### src/hdl/mkcd_pkg.sv
`default_nettype none
// ---------------------------------------------------------------------------
// mkcd_pkg
// Shared types, field widths and codes of the multi-board key debouncer.
// ---------------------------------------------------------------------------
package mkcd_pkg;

  // Default geometry
  localparam int unsigned DEF_BOARDS         = 2;
  localparam int unsigned DEF_ROWS           = 8;
  localparam int unsigned DEF_BOARD_COLUMNS  = 8;
  localparam int unsigned DEF_KEYS_PER_BOARD = 64;

  // Request / response field widths
  localparam int unsigned OPCODE_W     = 2;
  localparam int unsigned BOARD_W      = 1;
  localparam int unsigned LOCAL_KEY_W  = 6;
  localparam int unsigned TIME_W       = 32;
  localparam int unsigned GLOBAL_KEY_W = 7;

  // Counter and configuration
  localparam int unsigned COUNT_W      = 8;
  localparam logic [COUNT_W-1:0] COUNT_MAX = 8'hFF;
  localparam int unsigned CFG_IDX_W    = 2;
  localparam int unsigned CFG_DATA_W   = 16;
  localparam int unsigned THRESH_W     = 8;
  localparam int unsigned WARM_FRM_W   = 8;
  localparam int unsigned WARM_MS_W    = 16;

  localparam logic [THRESH_W-1:0]   DEF_THRESHOLD = 8'd3;
  localparam logic [WARM_FRM_W-1:0] DEF_WARM_FRM  = 8'd2;
  localparam logic [WARM_MS_W-1:0]  DEF_WARM_MS   = 16'd100;

  typedef enum logic [OPCODE_W-1:0] {
    OP_SAMPLE  = 2'd0,
    OP_ONLINE  = 2'd1,
    OP_OFFLINE = 2'd2,
    OP_FRAME   = 2'd3
  } opcode_e;

  typedef enum logic [CFG_IDX_W-1:0] {
    CFG_THRESHOLD = 2'd0,
    CFG_WARM_FRM  = 2'd1,
    CFG_WARM_MS   = 2'd2
  } cfg_idx_e;

  // Per-key debounce state, one memory word
  typedef struct packed {
    logic               stable;
    logic               cand;
    logic [COUNT_W-1:0] count;
  } key_entry_t;

endpackage

`default_nettype wire

### src/hdl/mkcd_if.sv
`default_nettype none
// ---------------------------------------------------------------------------
// mkcd_in_if / mkcd_out_if
// Valid/ready channels carrying debouncer requests and responses.
// ---------------------------------------------------------------------------
interface mkcd_in_if
  import mkcd_pkg::*;
();
  logic                   valid;
  logic                   ready;
  logic [OPCODE_W-1:0]    opcode;
  logic [BOARD_W-1:0]     board;
  logic [LOCAL_KEY_W-1:0] local_key;
  logic                   raw_pressed;
  logic [TIME_W-1:0]      now_ms;

  modport source (output valid, opcode, board, local_key, raw_pressed, now_ms,
                  input ready);
  modport sink   (input valid, opcode, board, local_key, raw_pressed, now_ms,
                  output ready);
endinterface

interface mkcd_out_if
  import mkcd_pkg::*;
();
  logic                    valid;
  logic                    ready;
  logic [GLOBAL_KEY_W-1:0] global_key;
  logic                    stable_level;
  logic                    press_edge;
  logic                    release_edge;
  logic                    sample_used;
  logic                    board_online;

  modport source (output valid, global_key, stable_level, press_edge, release_edge,
                  sample_used, board_online, input ready);
  modport sink   (input valid, global_key, stable_level, press_edge, release_edge,
                  sample_used, board_online, output ready);
endinterface

`default_nettype wire

### src/hdl/mkcd_key_store.sv
`default_nettype none
// ---------------------------------------------------------------------------
// mkcd_key_store
// Per-key state memory: registered read, write-through forwarding, and
// per-entry valid bits so a whole board clears at once.
// ---------------------------------------------------------------------------
module mkcd_key_store
  import mkcd_pkg::*;
#(
  parameter int unsigned TOTAL_KEYS = 128,
  parameter int unsigned BLOCK_KEYS = 64,
  parameter int unsigned BOARD_AW   = 1,
  parameter int unsigned KEY_AW     = 7
) (
  input  wire logic                clk_i,
  input  wire logic                rst_ni,
  input  wire logic                rd_en_i,
  input  wire logic [KEY_AW-1:0]   rd_addr_i,
  output key_entry_t               rd_data_o,
  input  wire logic                wr_en_i,
  input  wire logic [KEY_AW-1:0]   wr_addr_i,
  input  wire key_entry_t          wr_data_i,
  input  wire logic                clr_en_i,
  input  wire logic [BOARD_AW-1:0] clr_board_i
);

  key_entry_t             mem [TOTAL_KEYS];
  key_entry_t             rdata_q;
  logic [KEY_AW-1:0]      rd_addr_q;
  logic                   fwd_hit_q;
  key_entry_t             fwd_data_q;
  logic [TOTAL_KEYS-1:0]  valid_q, valid_d;

  always_ff @(posedge clk_i) begin
    if (wr_en_i) begin
      mem[wr_addr_i] <= wr_data_i;
    end
    if (rd_en_i) begin
      rdata_q <= mem[rd_addr_i];
    end
  end

  // A write landing on the same edge as the read is missed by the array.
  always_ff @(posedge clk_i or negedge rst_ni) begin
    if (!rst_ni) begin
      fwd_hit_q <= 1'b0;
      rd_addr_q <= '0;
    end else if (rd_en_i) begin
      fwd_hit_q <= wr_en_i && (wr_addr_i == rd_addr_i);
      rd_addr_q <= rd_addr_i;
    end
  end

  always_ff @(posedge clk_i) begin
    if (rd_en_i) begin
      fwd_data_q <= wr_data_i;
    end
  end

  for (genvar g = 0; g < TOTAL_KEYS; g++) begin : g_valid
    localparam int unsigned OWNER = g / BLOCK_KEYS;
    assign valid_d[g] = (clr_en_i && (32'(clr_board_i) == OWNER)) ? 1'b0 :
                        (wr_en_i && (32'(wr_addr_i) == g))        ? 1'b1 :
                        valid_q[g];
  end

  always_ff @(posedge clk_i or negedge rst_ni) begin
    if (!rst_ni) begin
      valid_q <= '0;
    end else begin
      valid_q <= valid_d;
    end
  end

  always_comb begin
    if (fwd_hit_q) begin
      rd_data_o = fwd_data_q;
    end else if (valid_q[rd_addr_q]) begin
      rd_data_o = rdata_q;
    end else begin
      rd_data_o = '0;
    end
  end

endmodule

`default_nettype wire

### src/hdl/multi_key_counter_debouncer.sv
`default_nettype none
// ---------------------------------------------------------------------------
// multi_key_counter_debouncer
// Counter-based key debouncer over several scan boards, with board
// online/offline handling and a frame and time based warmup window.
// ---------------------------------------------------------------------------
//
//  Channel   Dir   Handshake          Carries
//  in_i      in    valid/ready        opcode, board, local_key, raw_pressed, now_ms
//  out_o     out   valid/ready        global_key, levels, edges, used, online
//  cfg       in    cfg_we_i only      cfg_idx_i, cfg_data_i (no read-back)
//
//  One request per cycle sustained while the output side does not stall;
//  each accepted request passes key memory read, then modify/write + out reg.
//  Reset: valid bits wipe all key state at once, so no clearing pass.
//  A full output register stalls the update stage, which in turn drops
//  in_i.ready; the update stage and output register keep requests in order.
//
module multi_key_counter_debouncer
  import mkcd_pkg::*;
#(
  parameter int unsigned BOARDS         = DEF_BOARDS,
  parameter int unsigned ROWS           = DEF_ROWS,
  parameter int unsigned BOARD_COLUMNS  = DEF_BOARD_COLUMNS,
  parameter int unsigned KEYS_PER_BOARD = DEF_KEYS_PER_BOARD
) (
  input  wire logic                  clk_i,
  input  wire logic                  rst_ni,
  mkcd_in_if.sink                    in_i,
  mkcd_out_if.source                 out_o,
  input  wire logic                  cfg_we_i,
  input  wire logic [CFG_IDX_W-1:0]  cfg_idx_i,
  input  wire logic [CFG_DATA_W-1:0] cfg_data_i
);

  // Keys of one board in grid order: column * ROWS + row
  localparam int unsigned BLOCK_KEYS = BOARD_COLUMNS * ROWS;
  localparam int unsigned TOTAL_KEYS = BOARDS * BLOCK_KEYS;
  localparam int unsigned KEY_AW     = (TOTAL_KEYS > 1) ? $clog2(TOTAL_KEYS) : 1;
  localparam int unsigned BOARD_AW   = (BOARDS > 1) ? $clog2(BOARDS) : 1;

  // ---------------- configuration registers ----------------
  logic [THRESH_W-1:0]   thresh_q;
  logic [WARM_FRM_W-1:0] warm_frm_q;
  logic [WARM_MS_W-1:0]  warm_ms_q;

  always_ff @(posedge clk_i or negedge rst_ni) begin
    if (!rst_ni) begin
      thresh_q   <= DEF_THRESHOLD;
      warm_frm_q <= DEF_WARM_FRM;
      warm_ms_q  <= DEF_WARM_MS;
    end else if (cfg_we_i) begin
      case (cfg_idx_e'(cfg_idx_i))
        CFG_THRESHOLD: thresh_q   <= cfg_data_i[THRESH_W-1:0];
        CFG_WARM_FRM:  warm_frm_q <= cfg_data_i[WARM_FRM_W-1:0];
        CFG_WARM_MS:   warm_ms_q  <= cfg_data_i[WARM_MS_W-1:0];
        default: ;
      endcase
    end
  end

  // ---------------- handshake ----------------
  logic s1_valid_q;
  logic out_valid_q;
  logic s1_adv;
  logic accept;

  assign s1_adv    = s1_valid_q && (!out_valid_q || out_o.ready);
  assign in_i.ready = !s1_valid_q || s1_adv;
  assign accept    = in_i.valid && in_i.ready;

  // ---------------- accept stage: key mapping ----------------
  // local_key = column * ROWS + row, so the column bound is local < BLOCK_KEYS
  logic              in_key_ok;
  logic              in_board_ok;
  logic [31:0]       in_gkey_wide;
  logic [KEY_AW-1:0] in_gkey;

  assign in_board_ok  = 32'(in_i.board) < BOARDS;
  assign in_key_ok    = (32'(in_i.local_key) < KEYS_PER_BOARD) &&
                        (32'(in_i.local_key) < BLOCK_KEYS);
  assign in_gkey_wide = 32'(in_i.board) * BLOCK_KEYS + 32'(in_i.local_key);
  assign in_gkey      = in_gkey_wide[KEY_AW-1:0];

  logic [OPCODE_W-1:0] s1_op_q;
  logic [BOARD_AW-1:0] s1_board_q;
  logic                s1_board_ok_q;
  logic                s1_key_ok_q;
  logic                s1_raw_q;
  logic [TIME_W-1:0]   s1_now_q;
  logic [KEY_AW-1:0]   s1_gkey_q;

  always_ff @(posedge clk_i or negedge rst_ni) begin
    if (!rst_ni) begin
      s1_valid_q <= 1'b0;
    end else if (accept) begin
      s1_valid_q <= 1'b1;
    end else if (s1_adv) begin
      s1_valid_q <= 1'b0;
    end
  end

  always_ff @(posedge clk_i) begin
    if (accept) begin
      s1_op_q       <= in_i.opcode;
      s1_board_q    <= BOARD_AW'(in_i.board);
      s1_board_ok_q <= in_board_ok;
      s1_key_ok_q   <= in_key_ok;
      s1_raw_q      <= in_i.raw_pressed;
      s1_now_q      <= in_i.now_ms;
      s1_gkey_q     <= in_gkey;
    end
  end

  // ---------------- key memory ----------------
  key_entry_t        cur_entry;
  key_entry_t        new_entry;
  logic              key_wr;
  logic              key_clr;

  mkcd_key_store #(
    .TOTAL_KEYS (TOTAL_KEYS),
    .BLOCK_KEYS (BLOCK_KEYS),
    .BOARD_AW   (BOARD_AW),
    .KEY_AW     (KEY_AW)
  ) u_store (
    .clk_i       (clk_i),
    .rst_ni      (rst_ni),
    .rd_en_i     (accept),
    .rd_addr_i   (in_gkey),
    .rd_data_o   (cur_entry),
    .wr_en_i     (key_wr),
    .wr_addr_i   (s1_gkey_q),
    .wr_data_i   (new_entry),
    .clr_en_i    (key_clr),
    .clr_board_i (s1_board_q)
  );

  // ---------------- board state ----------------
  logic                  online_q   [BOARDS];
  logic [WARM_FRM_W-1:0] frames_q   [BOARDS];
  logic [TIME_W-1:0]     deadline_q [BOARDS];
  logic                  skip_q     [BOARDS];

  logic                  b_online, b_skip;
  logic [WARM_FRM_W-1:0] b_frames;
  logic [TIME_W-1:0]     b_deadline;

  // Out-of-range board index only reached when s1_board_ok_q is low
  assign b_online   = s1_board_ok_q ? online_q[s1_board_q]   : 1'b0;
  assign b_skip     = s1_board_ok_q ? skip_q[s1_board_q]     : 1'b1;
  assign b_frames   = s1_board_ok_q ? frames_q[s1_board_q]   : '0;
  assign b_deadline = s1_board_ok_q ? deadline_q[s1_board_q] : '0;

  logic                  nb_we;
  logic                  nb_online, nb_skip;
  logic [WARM_FRM_W-1:0] nb_frames;
  logic [TIME_W-1:0]     nb_deadline;

  // ---------------- update stage ----------------
  logic              r_stable, r_press, r_release, r_used;
  logic [COUNT_W-1:0] cnt_next;
  logic              warm;

  always_comb begin
    new_entry   = cur_entry;
    key_wr      = 1'b0;
    key_clr     = 1'b0;
    nb_we       = 1'b0;
    nb_online   = b_online;
    nb_skip     = b_skip;
    nb_frames   = b_frames;
    nb_deadline = b_deadline;
    r_stable    = 1'b0;
    r_press     = 1'b0;
    r_release   = 1'b0;
    r_used      = 1'b0;
    cnt_next    = '0;
    warm        = 1'b0;

    if (s1_board_ok_q) begin
      case (opcode_e'(s1_op_q))
        OP_SAMPLE: begin
          if (s1_key_ok_q) begin
            if (b_online && !b_skip) begin
              r_used = 1'b1;
              key_wr = s1_adv;
              if (s1_raw_q == cur_entry.stable) begin
                new_entry.count = '0;
              end else begin
                if (s1_raw_q == cur_entry.cand) begin
                  cnt_next = (cur_entry.count == COUNT_MAX) ? cur_entry.count :
                             cur_entry.count + COUNT_W'(1);
                end else begin
                  cnt_next = COUNT_W'(1);
                end
                new_entry.cand  = s1_raw_q;
                new_entry.count = cnt_next;
                // threshold of zero behaves as one: count is at least one here
                if (cnt_next >= thresh_q) begin
                  new_entry.stable = s1_raw_q;
                  new_entry.count  = '0;
                  r_press          = s1_raw_q;
                  r_release        = !s1_raw_q;
                end
              end
            end
            r_stable = new_entry.stable;
          end
        end
        OP_ONLINE: begin
          if (!b_online) begin
            nb_we       = 1'b1;
            nb_online   = 1'b1;
            nb_frames   = warm_frm_q;
            nb_deadline = s1_now_q + TIME_W'(warm_ms_q);
            nb_skip     = 1'b1;
            key_clr     = s1_adv;
          end
        end
        OP_OFFLINE: begin
          nb_we       = 1'b1;
          nb_online   = 1'b0;
          nb_frames   = '0;
          nb_deadline = '0;
          nb_skip     = 1'b1;
          key_clr     = s1_adv;
        end
        OP_FRAME: begin
          nb_we = 1'b1;
          if (!b_online) begin
            nb_skip = 1'b1;
          end else begin
            warm    = (b_frames != '0) || (s1_now_q < b_deadline);
            nb_skip = warm;
            if (b_frames != '0) begin
              nb_frames = b_frames - WARM_FRM_W'(1);
            end
          end
        end
        default: ;
      endcase
    end
  end

  always_ff @(posedge clk_i or negedge rst_ni) begin
    if (!rst_ni) begin
      for (int b = 0; b < BOARDS; b++) begin
        online_q[b]   <= 1'b0;
        frames_q[b]   <= '0;
        deadline_q[b] <= '0;
        skip_q[b]     <= 1'b1;
      end
    end else if (s1_adv && nb_we) begin
      online_q[s1_board_q]   <= nb_online;
      frames_q[s1_board_q]   <= nb_frames;
      deadline_q[s1_board_q] <= nb_deadline;
      skip_q[s1_board_q]     <= nb_skip;
    end
  end

  // ---------------- output register ----------------
  logic [31:0] gkey_wide;
  assign gkey_wide = 32'(s1_gkey_q);

  always_ff @(posedge clk_i or negedge rst_ni) begin
    if (!rst_ni) begin
      out_valid_q <= 1'b0;
    end else if (s1_adv) begin
      out_valid_q <= 1'b1;
    end else if (out_o.ready) begin
      out_valid_q <= 1'b0;
    end
  end

  always_ff @(posedge clk_i) begin
    if (s1_adv) begin
      out_o.global_key   <= (s1_board_ok_q && s1_key_ok_q &&
                             (opcode_e'(s1_op_q) == OP_SAMPLE)) ?
                            gkey_wide[GLOBAL_KEY_W-1:0] : '0;
      out_o.stable_level <= r_stable;
      out_o.press_edge   <= r_press;
      out_o.release_edge <= r_release;
      out_o.sample_used  <= r_used;
      out_o.board_online <= s1_board_ok_q ? nb_online : 1'b0;
    end
  end

  assign out_o.valid = out_valid_q;

endmodule

`default_nettype wire

### src/flat_wrapper.sv
// flat-port wrapper written by rule: the top's interface ports become plain ports
module multi_key_counter_debouncer_flat import mkcd_pkg::*;
#(
  parameter int unsigned BOARDS         = DEF_BOARDS,
  parameter int unsigned ROWS           = DEF_ROWS,
  parameter int unsigned BOARD_COLUMNS  = DEF_BOARD_COLUMNS,
  parameter int unsigned KEYS_PER_BOARD = DEF_KEYS_PER_BOARD
)
  (clk_i, rst_ni, cfg_we_i, cfg_idx_i, cfg_data_i, in_i_valid, in_i_opcode, in_i_board, in_i_local_key, in_i_raw_pressed, in_i_now_ms, in_i_ready, out_o_valid, out_o_global_key, out_o_stable_level, out_o_press_edge, out_o_release_edge, out_o_sample_used, out_o_board_online, out_o_ready);
  mkcd_in_if in_i_i ();
  mkcd_out_if out_o_i ();
  input  wire logic clk_i;
  input  wire logic rst_ni;
  input  wire logic cfg_we_i;
  input  wire logic [CFG_IDX_W-1:0] cfg_idx_i;
  input  wire logic [CFG_DATA_W-1:0] cfg_data_i;
  input wire logic [$bits(in_i_i.valid)-1:0] in_i_valid;
  input wire logic [$bits(in_i_i.opcode)-1:0] in_i_opcode;
  input wire logic [$bits(in_i_i.board)-1:0] in_i_board;
  input wire logic [$bits(in_i_i.local_key)-1:0] in_i_local_key;
  input wire logic [$bits(in_i_i.raw_pressed)-1:0] in_i_raw_pressed;
  input wire logic [$bits(in_i_i.now_ms)-1:0] in_i_now_ms;
  output wire logic [$bits(in_i_i.ready)-1:0] in_i_ready;
  output wire logic [$bits(out_o_i.valid)-1:0] out_o_valid;
  output wire logic [$bits(out_o_i.global_key)-1:0] out_o_global_key;
  output wire logic [$bits(out_o_i.stable_level)-1:0] out_o_stable_level;
  output wire logic [$bits(out_o_i.press_edge)-1:0] out_o_press_edge;
  output wire logic [$bits(out_o_i.release_edge)-1:0] out_o_release_edge;
  output wire logic [$bits(out_o_i.sample_used)-1:0] out_o_sample_used;
  output wire logic [$bits(out_o_i.board_online)-1:0] out_o_board_online;
  input wire logic [$bits(out_o_i.ready)-1:0] out_o_ready;
  assign in_i_i.valid = in_i_valid;
  assign in_i_i.opcode = in_i_opcode;
  assign in_i_i.board = in_i_board;
  assign in_i_i.local_key = in_i_local_key;
  assign in_i_i.raw_pressed = in_i_raw_pressed;
  assign in_i_i.now_ms = in_i_now_ms;
  assign in_i_ready = in_i_i.ready;
  assign out_o_valid = out_o_i.valid;
  assign out_o_global_key = out_o_i.global_key;
  assign out_o_stable_level = out_o_i.stable_level;
  assign out_o_press_edge = out_o_i.press_edge;
  assign out_o_release_edge = out_o_i.release_edge;
  assign out_o_sample_used = out_o_i.sample_used;
  assign out_o_board_online = out_o_i.board_online;
  assign out_o_i.ready = out_o_ready;
  multi_key_counter_debouncer #(.BOARDS(BOARDS), .ROWS(ROWS), .BOARD_COLUMNS(BOARD_COLUMNS), .KEYS_PER_BOARD(KEYS_PER_BOARD)) u_core (.clk_i(clk_i), .rst_ni(rst_ni), .in_i(in_i_i), .out_o(out_o_i), .cfg_we_i(cfg_we_i), .cfg_idx_i(cfg_idx_i), .cfg_data_i(cfg_data_i));
endmodule
### config.mk
export PLATFORM = sky130hd
export DESIGN_NAME = multi_key_counter_debouncer_flat
export DESIGN_NICKNAME = d
export VERILOG_FILES = /design/src/hdl/mkcd_pkg.sv /design/src/hdl/mkcd_if.sv /design/src/hdl/mkcd_key_store.sv /design/src/hdl/multi_key_counter_debouncer.sv /design/src/flat_wrapper.sv
export SDC_FILE = /design/constraint.sdc
export NUM_CORES = 2
export LEC_CHECK = 0
export BUFFER_PORTS_ARGS = -buffer_cell sky130_fd_sc_hd__buf_2
export CORE_MARGIN = 2
export CORE_UTILIZATION = 42
export CTS_CLUSTER_SIZE = 12
export DETAILED_ROUTE_END_ITERATION = 6
export MAX_ROUTING_LAYER = met4
export PLACE_DENSITY = 0.66
export SETUP_SLACK_MARGIN = 0.4
export SLEW_MARGIN = 5
export SYNTH_ARGS = -nofsm -noshare
export SYNTH_HDL_FRONTEND = slang
export SYNTH_SLANG_ARGS = --single-unit
### constraint.sdc
create_clock -name clk_i -period 14.3 [get_ports clk_i]
set_input_delay 2.145 -clock clk_i [delete_from_list [all_inputs] [get_ports clk_i]]
set_output_delay 2.145 -clock clk_i [all_outputs]
set_load 0.02 [all_outputs]
; ---- After elaboration in Yosys (flattened, before gate mapping)
; Memories as Yosys holds them, arrays and structs flattened. A register that Yosys moved wholly into a read port is not among the register bits.
; Cells that the tools add are included.
[totals]
regBits = 319
ramBits = 1280
inputBits = 65
out_inout_bits = 14
word_cells = 906
mem_count = 1
[classes]
add_sub_neg = 4
n_lt_le_gt_ge = 5
eq_ne = 136
mux = 316
bitwise_logic = 5
reduce_logical = 282
[memory_table]
columns = name, depth, width, read_ports, rd_clocked_by_memory_dff, wr, line_no
row1 = u_core.u_store.mem, 128, 10, 1, 1, 1, mkcd_key_store.sv:27  ; key_entry_t mem [TOTAL_KEYS];
[ops]
columns = cell, count
row1 = 7-bit == test (second input constant), 64
row2 = 1-bit 2-to-1 mux, 278
row3 = 2-bit nonzero test, 130
row4 = 7-bit by 6-bit == test with 1-bit output (second input constant), 32
row5 = 32-bit 2-to-1 mux, 5
row6 = 1-bit logical AND, 136
row7 = 7-bit by 5-bit == test with 1-bit output (second input constant), 16
row8 = 8-bit 2-to-1 mux, 14
row9 = 64-bit bitwise mux, 1
row10 = 32-bit one-hot mux with 2 select lines, 1
row11 = 7-bit by 4-bit == test with 1-bit output (second input constant), 8
row12 = 10-bit 2-to-1 mux, 4
row13 = 32-bit by 16-bit adder with 32-bit output, 1
row14 = 32-bit demux with 1-bit select, 1
row15 = 32-bit < comparator, 1
row16 = 7-bit by 3-bit == test with 1-bit output (second input constant), 4
row17 = 8-bit one-hot mux with 3 select lines, 1
row18 = 16-bit bitwise mux, 1
row19 = 7-bit by 2-bit == test with 1-bit output (second input constant), 2
row20 = 8-bit by 1-bit adder with 8-bit output (second input constant), 1
row21 = 8-bit demux with 1-bit select, 1
row22 = 8-bit == test (second input constant), 1
row23 = 8-bit >= comparator, 1
row24 = 7-bit by 8-bit < comparator with 1-bit output (second input constant), 1
row25 = other kinds (25), 43

; ---- Longest topological paths before layout
[depth]
ltp_word = 15
depth_mapped = 29
ltp_nobuf = 22

; ---- Cells and area by module
; Synthesis repeated with hierarchy kept, for this count alone.
[unflattened]
cells_unflattened = 3373
area_unflattened_um2 = 65492.8
[modules_own_cells]
columns = module, n_inst, cells_per_inst, area_each_um2, seq_area_each_um2
row1 = mkcd_key_store, 1, 2429, 55612.1, 42440.7
row2 = multi_key_counter_debouncer, 1, 944, 9880.7, 4584.4

; ---- Worst setup path after synthesis
; OpenSTA, ideal clock, no wires.
[synth_path]
kind = register to register
startpoint = register u_core.u_store.rd_addr_q[0]
endpoint = register u_core.u_store.fwd_data_q[2] (netlist bit), data pin
setup_ns = 1.330
t_arrival_ns = 10.319
required_ns = 12.970
slack_ns = 2.651
path_stages_with_launch = 27
n_path_buf = 4
synth_period_minus_slack_ns = 11.649
cell_sequence = dfrtp_1 -> buf_6 -> mux4_1 -> mux4_2 -> mux2i_1 -> o22ai_1 -> a211oi_2 -> buf_6 -> nor2_1 -> a22o_1 -> ha_1 -> o2111ai_1 -> buf_2 -> xnor2_1 -> nor2_1 -> ha_1 -> nand2b_1 -> a21o_1 -> a21o_1 -> a21oi_1 -> o21ai_0 -> and2_1 -> nor2_1 -> and3b_1 -> buf_4 -> a21oi_1 -> a311oi_1
[synth_rtl]
columns = element, line_no
row1 = from (decl), mkcd_key_store.sv:29  ; logic [KEY_AW-1:0] rd_addr_q;
row2 = from (signal assigned), mkcd_key_store.sv:50  ; rd_addr_q <= rd_addr_i;
row3 = to (signal assigned), mkcd_key_store.sv:56  ; fwd_data_q <= wr_data_i;
row4 = to (decl), mkcd_key_store.sv:31  ; key_entry_t fwd_data_q;

==> metrics.cfg <==
[clock_tree]
cts_buffer_depth = 3
root_buffer = clkbuf_16
clkSinkCount = 1608
cts_tree = built
postCtsHoldBufs = 0
clock_insertion_delay_worst_skew_ps = 820
clk_pin_slew_worst_paths_ps = 60
cts_buffers = 165
ctsResizeCount = 0
postCtsSetupBuffers = 0
htree_num_levels = 4

[critical_path]
critical_path.max_fanout = 66
cp.required_ps = 14820
path_cells = buf_4, mux4_2, mux4_2, mux2i_1, o22ai_1, a211oi_2, o21ai_0, ha_1, o2111ai_1, nand3_1, xnor2_1, nor2_1, ha_1, a2111oi_0, o21ai_0, and2_1, nor2_1, and3b_1, a21oi_1, a311oi_4, buf_4, buf_4
arrival_ps = 9420
path_common_cell = buf_4
worstSetupPathType = flip-flop to flip-flop
end_kind = flip-flop
worst_path_largest_cell_delay_ps = 830
crit_slowest_cell = a211oi_2
cp-start-kind = flip-flop
path_buf_inv = 3
crit_family = compound AO/OA/AOI/OAI gates

[yosys]
synth_edf_count = 1354
synth.distinct_cells = 70
avgSynthCellArea_um2 = 19.24
synthCells = 3400
synthArstFlopShare_pct = 15.80
synth_nets = 3529
ys_seq_area_share_pct = 71.89
synth_warnings = 0
syn_area_um2 = 65420
yosys_register_bits = 1608
synthFlopType = edfxtp_1

[worst_hold_path]
hp-class = flip-flop to flip-flop

[routing]
drt_iter0_markers = 3445
drt_wl_total_um = 157100
viasPerCell = 5.900
drt_pass1_iterations = 6
dr_total_vias = 33760
wl_per_cell_um = 27.45
drc = 0
ant_nets = 0

[timing]
tightest_slew_ps = 1305
finalClockSkew_ps = 32.84
tns_ps = 0
rsz0062_at_grt = false
max_freq_ghz = 0.1124
fin_crit_ps = 8897
relSlewSlack_pct = 13.00
hold_viol = 0
fin_crit_sh_pct = 62.22
final-setup-viol-count = 0
setup_slack_ps = 5403
holdWs_ps = 475.3
finalMaxSlewViolations = 0

[die]
die_w_um = 398.7
initial_utilization_pct = 42.37
die_y_um = 398.7
rows = 144
num_io_pins = 79
die_area_um2 = 158900
core_area_um2 = 154400

[run_status]
status = complete, no violations

[place]
portBuffers = 78
hpwl_um = 92050
post-place-ws_ps = 5536
gp_congestion = 0.8812

[power]
swShare_pct = 23.33
intPower_w = 0.007844
p_seq_share_pct = 52.0
powerDensity_nw_per_um2 = 138.9
p_comb_share_pct = 8.7
p_clk_share_pct = 39.2
finalPower_w = 0.01023
ir_drop_v = 0.0001036
p_leak_nw = 25.20
p_sw_w = 0.002386

[global_route]
grt_pass1_vias = 33670
grt_max_degree = 130
met3_usage_pct = 3.694
grtUsageTotal_pct = 20.47
grtUsageMet1_pct = 28.40
grt_pass1_wl_um = 230500
grt-busiest-layer = met2
overflow = 0
gr-usage-met2_pct = 31.05
antenna_found_initial = 4

[run]
cap_viol_max_count = 0

[cells_and_area]
area_growth_pct = 12.58
fin_nets = 3683
drive_gt1_share_pct = 26.26

[per-stage QoR]
stage | cells | utilization [%] | area, µm²
6_report | 5723 | 47.69 | 73640
5_1_grt | 5720 | 47.69 | 73630
4_1_cts | 5719 | 47.69 | 73630
3_5_place_dp | 5431 | 44.48 | 68680
3_3_place_gp | 5431 | 44.48 | 68680
2_1_floorplan | 3400 | - | 65420
[cells by family after synthesis]
logic type | synth area share (%)
flip-flops | 71.89
XOR/XNOR | 0.4017
AND/OR/NAND/NOR | 3.431
buffers and inverters | 1.331
multiplexers | 17.34
AO/OA/AOI/OAI | 4.369
adder cells (fa/ha/maj) | 1.236
[tightest hold or removal path, delay by kind of cell, from the launching register on]
family / cells / cell delay (ps)
flops: 1 / 340
simple gates: 2 / 110
[power groups by stage]
| stage | Sequential [W] | Clock, W | Combinational, W |
|---|---|---|---|
| after global placement | 0.00541 | 0 | 0.000876 |
| after global routing | 0.00533 | 0.00427 | 0.000972 |
| after floorplan | 0.00541 | 0 | 0.000608 |
| final | 0.00532 | 0.00401 | 0.000892 |
| after detailed placement | 0.00542 | 0 | 0.000893 |
| after CTS | 0.00532 | 0.00409 | 0.000895 |
[synthesized netlist by cell type, drive strengths merged, types with 4 or more instances]
cell        n  share of area (%)
nor2      194                1.1
nor3       19               0.15
o211ai      4              0.046
a22o        5              0.067
xnor2      18               0.24
nor2b      11               0.11
o21ai      89               0.68
xor2       12               0.16
nand2b     11               0.11
a31oi       5              0.048
nor3b       5              0.057
mux4      443                 15
mux2       55               0.95
o21a      136                1.6
dfrtp     246                9.4
nand4      18               0.17
o2111ai    21               0.28
a211oi      6              0.077
edfxtp   1354                 62
o22ai      11               0.11
o22a        4              0.054
clkbuf    132               0.76
a21o       26               0.30
buf        52               0.38
nand2     125               0.72
ha         63                1.2
nand3      60               0.46
o31ai      22               0.26
dfstp       8               0.32
and3       15               0.14
a21oi      45               0.34
mux2i      73                1.1
and2       16               0.15
nand3b      5              0.077
or2         4              0.038
a22oi      16               0.18
inv        33               0.19
[sequential cells by signal, indices dropped and copies added, names as in the netlist, 2 cells and up]
register / count
u_core.out_o.global_key: 7
u_core.online_q: 2
u_core.s1_gkey_q: 7
u_core.warm_ms_q: 16
u_core.u_store.mem: 1280
u_core.thresh_q: 8
u_core.deadline_q: 64
u_core.u_store.fwd_data_q: 10
u_core.u_store.rd_addr_q: 7
u_core.s1_op_q: 2
u_core.warm_frm_q: 8
u_core.u_store.rdata_q: 10
u_core.s1_now_q: 32
u_core.u_store.valid_q: 128
u_core.frames_q: 16
u_core.skip_q: 2
[layout by cell type, fill, tap and decap left out, types with 12 or more instances in the layout]
cell,count
nor2_1,123
o2111ai_1,21
buf_2,73
buf_4,92
a22oi_1,16
nand3_1,60
clkbuf_1,69
nand4_1,18
dfrtp_1,245
o31ai_1,21
xnor2_1,18
ha_1,63
edfxtp_1,1354
nand2_1,121
o21ai_0,85
and3_1,15
and2_1,15
o21a_1,135
nor2_2,71
a21oi_1,45
nor3_1,19
clkbuf_16,166
mux2i_1,72
clkinv_1,21
inv_1,32
mux4_2,438
mux2_2,54
a21o_1,26
xor2_1,12
[layout make-up]
type,count,area [µm²]
Clock buffer,239,4468
Multi-Input combinational cell,1574,17820
Fill cell,12610,80770
Clock inverter,49,479.2
Sequential cell,1608,47030
Inverter,34,127.6
Tap cell,2044,2557
Antenna cell,4,10.01
Timing Repair Buffer,171,1152
[final timing paths]
path / depth (start not counted) / from / slack [ps] / to
max: 22 / u_core.u_store.rd_addr_q[2] / 5400 / u_core.u_store.mem[70][2]
min: 2 / u_core.deadline_q[7] / 480 / u_core.deadline_q[7]
max reg2reg: 22 / u_core.u_store.rd_addr_q[2] / 5400 / u_core.u_store.mem[70][2]
min reg2reg: 2 / u_core.deadline_q[7] / 480 / u_core.deadline_q[7]
max in group asynchronous: 3 / rst_ni / 10470 / u_core.u_store.rd_addr_q[2]
min in group asynchronous: 1 / rst_ni / 1400 / u_core.warm_ms_q[12]
[metal layers]
metal  vias to the layer above  wire length, µm
li1                      14180                -
met1                     17990            66840
met2                      1333            74510
met3                       268            11630
met4                         0             4139
met5                         -                0
(Power assumes the default switching activity.)
